**config.mk**
```make
export PLATFORM = sky130hd
export DESIGN_NAME = alss_ctrl
export DESIGN_NICKNAME = d
export VERILOG_FILES = /design/src/hw/rtl/alss_pkg.sv /design/src/hw/rtl/alss_ctrl.sv
export SDC_FILE = /design/constraint.sdc
export NUM_CORES = 1
export LEC_CHECK = 0
export ABC_CLOCK_PERIOD_IN_PS = 2190
export BUFFER_PORTS_ARGS = -buffer_cell sky130_fd_sc_hd__buf_2
export CORE_AREA = 2 2 39 41
export DETAILED_ROUTE_END_ITERATION = 10
export DIE_AREA = 0 0 41 43
export GPL_ROUTABILITY_DRIVEN = 0
export REMOVE_ABC_BUFFERS = 1
export SLEW_MARGIN = 0
export SYNTH_ARGS = -nofsm -noshare
export SYNTH_HDL_FRONTEND = slang
export SYNTH_SLANG_ARGS = --single-unit
```
**constraint.sdc**
```tcl
create_clock -name clk -period 2.19 [get_ports clk]
set_input_delay 0.1095 -clock clk [delete_from_list [all_inputs] [get_ports clk]]
set_output_delay 0.1095 -clock clk [all_outputs]
set_load 0.03 [all_outputs]
```
**src/hw/rtl/alss_pkg.sv**
```systemverilog
package alss_pkg;

	localparam int SLOTS  = 32;
	localparam int IDX_W  = (SLOTS > 1) ? $clog2(SLOTS) : 1;
	localparam int TAG_W  = 16;
	localparam int TIME_W = 63;
	localparam int ID_W   = 21;

	localparam logic [TIME_W-1:0] MAX63 = {TIME_W{1'b1}};
	localparam logic [TAG_W-1:0] TAG_MAX = {TAG_W{1'b1}};

	localparam logic [2:0] CMD_ADD_ALARM  = 3'd0;
	localparam logic [2:0] CMD_ADD_REP    = 3'd1;
	localparam logic [2:0] CMD_CANCEL_AL  = 3'd2;
	localparam logic [2:0] CMD_CANCEL_REP = 3'd3;
	localparam logic [2:0] CMD_TICK       = 3'd4;
	localparam logic [2:0] CMD_COMPLETE   = 3'd5;

	typedef enum logic [1:0] {PH_FREE, PH_ARMED, PH_FIRING} phase_t;

	typedef enum logic [2:0] {OP_IDLE, OP_LOAD, OP_ADD, OP_TICK, OP_TEND, OP_ONE} op_t;

	typedef struct packed {
		op_t op;
	} ctl_t;

	typedef struct packed {
		logic scan_last;
		logic add_hit;
	} sts_t;

	// base + signed d, clamped into [0, MAX63]
	function automatic logic [TIME_W-1:0] sat_add(input logic [TIME_W-1:0] base,
		input logic [63:0] d);
		logic signed [64:0] s;
		s = $signed({2'b00, base}) + $signed({d[63], d});
		if (s[64])
			return '0;
		else if (s[63])
			return MAX63;
		else
			return s[62:0];
	endfunction

	// |d| clamped to MAX63, zero becomes one
	function automatic logic [TIME_W-1:0] magnitude(input logic [63:0] d);
		logic [63:0] m;
		m = d[63] ? (~d + 64'd1) : d;
		if (m[63])
			return MAX63;
		else if (m == 64'd0)
			return {{(TIME_W-1){1'b0}}, 1'b1};
		else
			return m[62:0];
	endfunction

endpackage

```
**src/hw/rtl/alss_ctrl.sv**
```systemverilog
module alss_ctrl
	import alss_pkg::*;
(
	input  logic       clk,
	input  logic       arst_n,
	input  logic       start,
	input  logic [2:0] cmd,
	input  sts_t       sts,
	output ctl_t       ctl,
	output logic       busy
);

	typedef enum logic [2:0] {S_IDLE, S_ADD, S_TICK, S_TEND, S_ONE} state_t;

	state_t state_q;

	assign busy = (state_q != S_IDLE);

	always_comb begin
		unique case (state_q)
			S_IDLE: ctl.op = start ? OP_LOAD : OP_IDLE;
			S_ADD:  ctl.op = OP_ADD;
			S_TICK: ctl.op = OP_TICK;
			S_TEND: ctl.op = OP_TEND;
			S_ONE:  ctl.op = OP_ONE;
			default: ctl.op = OP_IDLE;
		endcase
	end

	always_ff @(posedge clk or negedge arst_n) begin
		if (!arst_n) begin
			state_q <= S_IDLE;
		end else begin
			unique case (state_q)
				S_IDLE: begin
					if (start) begin
						if (cmd == CMD_ADD_ALARM || cmd == CMD_ADD_REP)
							state_q <= S_ADD;
						else if (cmd == CMD_TICK)
							state_q <= S_TICK;
						else
							state_q <= S_ONE;
					end
				end
				S_ADD: begin
					if (sts.add_hit || sts.scan_last)
						state_q <= S_IDLE;
				end
				S_TICK: begin
					if (sts.scan_last)
						state_q <= S_TEND;
				end
				S_TEND: state_q <= S_IDLE;
				S_ONE:  state_q <= S_IDLE;
				default: state_q <= S_IDLE;
			endcase
		end
	end

	a_tend_ret: assert property (@(posedge clk) disable iff (!arst_n)
		state_q == S_TEND |=> state_q == S_IDLE) else $error("tick end did not return");
	a_idle_hold: assert property (@(posedge clk) disable iff (!arst_n)
		(state_q == S_IDLE && !start) |=> state_q == S_IDLE) else $error("left idle");
	a_one_ret: assert property (@(posedge clk) disable iff (!arst_n)
		state_q == S_ONE |=> state_q == S_IDLE) else $error("single op did not return");

endmodule

```
==> results.md <==
- Port buffer count: 11
- CTS sink count: 3
- Pint: between 0.00015 and 0.0002 W
- Area grow syn2layout: 44.2%
- Resized Gates After CTS: 0
- Initial Util: between 10% and 20%
- #FFs+latches synth: 3
- Pre-antenna DRT Iters: 4
- Arr. time, crit path: roughly 1300 ps
- Hold Path Origin: cmd[0]
- Fin Hold WS: around 180 ps
- Util after Layout: between 20% and 30%
- Clock Path Buffers: 2
- CP required: roughly 2100 ps
- GR Util All Layers: ~7%
- Sw frac: between 40% and 50%
- Initial antenna violation count: 0
- Slowest-stage cell, CP: dfrtp_1
- Hold Vio Cnt, Final: 0
- Mapped cell area: 215 µm²
- Largest stage delay, worst path: 460 ps
- Largest net degree at the start of global routing: 10
- Max Slew Vio Count: 0
- R2R setup slack: 1070 ps
- Vias in the first global route: 202
- Nets: between 40 and 50
- Final Setup Violations: 0
- Synth Area per Inst: 8.61 µm²
- Worst-path clk slew: roughly 40 ps
- Max-cap viol count: 0
- Clock Skews: 3.47 ps
- Largest area contributor in the netlist: dfrtp_1
- First-pass GRT wire length: 807 µm
- Yosys warning count: 0
- Tcrit/Tclk final: a little under two thirds
- CP Capture Type: output port
- # DRC: 0
- Clock power frac: 30.8%
- Via count: 228
- Worst relative slew slack: between 80% and 90%
- Tot Pwr: roughly 0.0003 W
- Multi-input gate area: around 120 µm²
- DR vias/cell: between 4 and 5
- # rows: 14
- Combinational share of power: about two fifths
- Non-filler instance count after layout: between 50 and 60
- Mapped Cells: 25
- FF+latch area: 75.1 µm²
- Clk Latency, worst-skew pair: 230 ps
- Crit path time final: 1400 ps
- Antenna cells: 0
- Total negative setup slack: 0 ps
- Pwr dens: 993 nW/µm²
- Layout cell share with drive strength beyond 1: 41.0%
- Sw Pwr: approximately 0.00013 W
- Hold Crit Depth: 4
- Max FFs per register: 3
- Core box area: about 1400 µm²
- Crit Reg-Reg Startpoint: state_q[1]$_DFFE_PN0P_
- FILL cells: approximately 160
- CTS tree: yes
- Sequential element share of the synthesized area: a little over a third
- Yosys cell types: 17
- Worst Max-Slew Pin Slew: 277 ps
- Leak Pwr: 0.139 nW
- Top cell type's share of synthesized area: between 30% and 40%
- CP max FO: 9
- Die Span Y: approximately 43 µm
- Post-DRT Antenna Nets: 0
- Top Registers: state_q (3)
- Total placed cells including tap cells: 50
- H-tree levels: 1
- # IOs: 12
- GRT overflow: 0
- Worst Setup Start Kind: flop
- WL/cell: around 9.3 µm
- Reg2reg end: state_q[2]$_DFFE_PN0P_
- Critical path class: reg2out
- Hold Crit Endpoint: state_q[1]$_DFFE_PN0P_
- Die area: around 1800 µm²
- First DRT Iteration DRCs: 2
- Root Buffer: clkbuf_4
- Status: finished, final reports clean
- Num CTS Buffers: 3
- Register name with the most flops: state_q
- Hold Crit Class: in2reg
- Worst reg2reg path depth: 2
- CP cell instances: or3_4 > buf_2
- Routed wire length: between 500 and 600 µm
- Worst vdd ir: roughly 0.38 mV
- DP HPWL: 395 µm
- Flop pwr share: ~28%
- Die width: approximately 40 µm
- RSZ-0062 raised after global routing: no
- Area contributors post-synth: dfrtp_1 35%, nor3b_2 5.8%, buf_6 5.2%, nand2_1 5.2%, nor2_1 5.2%
- Max Clock Freq: about 700 MHz
## power groups by stage
stage | logic [W] | clock network, W | registers, W
final | 0.000127 | 0.0000948 | 0.0000869
after global routing | 0.000141 | 0.000105 | 0.0000901
after detailed placement | 0.000127 | 0 | 0.0000878
after global placement | 0.000126 | 0 | 0.0000860
after floorplan | 0.0000933 | 0 | 0.0000822
after CTS | 0.000129 | 0.000102 | 0.0000874
## placed cells by master, fill, tap and decap left out, types with 2 or more instances in the layout
cell type and n:
nor2_1 3, nand2_1 3, clkbuf_4 3, a21oi_1 2
dfrtp_1 3, nor3_1 2, buf_2 11
## synth_stat cells, drive strengths merged
cell and instances:
a211oi 1, o21ai 1, buf 2, nor3b 2
or3 1, a31oi 1, xnor2 1, nand2 3
nor3 2, a21oi 2, nor2 3, dfrtp 3
inv 1, nor4b 1, nor4bb 1
## stage by stage
step	worst slack (ps)	cell area, µm²
6_report	789	310
5_1_grt	743	310
4_1_cts	768	310
3_5_place_dp	1030	274
3_3_place_gp	1040	274
2_1_floorplan	820	199
## kinds of logic (layout without fill, tap and decap cells)
group,Yosys count,count (layout),synth area share [%]
AOI/OAI and AO/OA,5,5,13.4
buffers and inverters,3,17,9.30
and+or+nand+nor,13,13,38.4
xor gates and xnor gates,1,1,4.07
DFF,3,3,34.9
## worst max-delay path, delay by kind of cell, from the launching register on
family        cells  cell delay (ps)
buf+inv           1              190
flops             1              460
simple gates      1              410
## metal layers
| layer | GRT usage, % | up-vias | wire length [µm] |
|---|---|---|---|
| li1 | - | 118 | - |
| met1 | 9.12 | 97 | 236 |
| met2 | 8.75 | 13 | 221 |
| met3 | 3.14 | 0 | 53 |
| met4 | 4.00 | 0 | 0 |
| met5 | 0 | - | 0 |
## worst max path at each step
stage,start,cells after the start,endpoint,slack (ps)
4_1_cts,state_q[1]$_DFFE_PN0P_,2,busy,770
5_1_grt,state_q[1]$_DFFE_PN0P_,2,busy,740
3_5_place_dp,state_q[1]$_DFFE_PN0P_,2,busy,1030
2_1_floorplan,state_q[1]$_DFFE_PN0P_,2,ctl[0],820
3_3_place_gp,state_q[1]$_DFFE_PN0P_,2,busy,1040
6_report,state_q[1]$_DFFE_PN0P_,2,busy,790
## final cells by class
cell class / instances / share of cell area [%]
clock buffer: 4 / 8.47
inverter: 1 / 1.21
multi-input combinational: 19 / 38.7
sequential: 3 / 24.2
tap: 16 / 6.45
timing repair buffer: 12 / 21.0
## repair_timing
item                      in CTS  in global routing
hold endpoints to repair       3                  0
hold buffers                   1                  0
buffers inserted               0                  0
No activity file was read; power rests on OpenSTA's default activity.
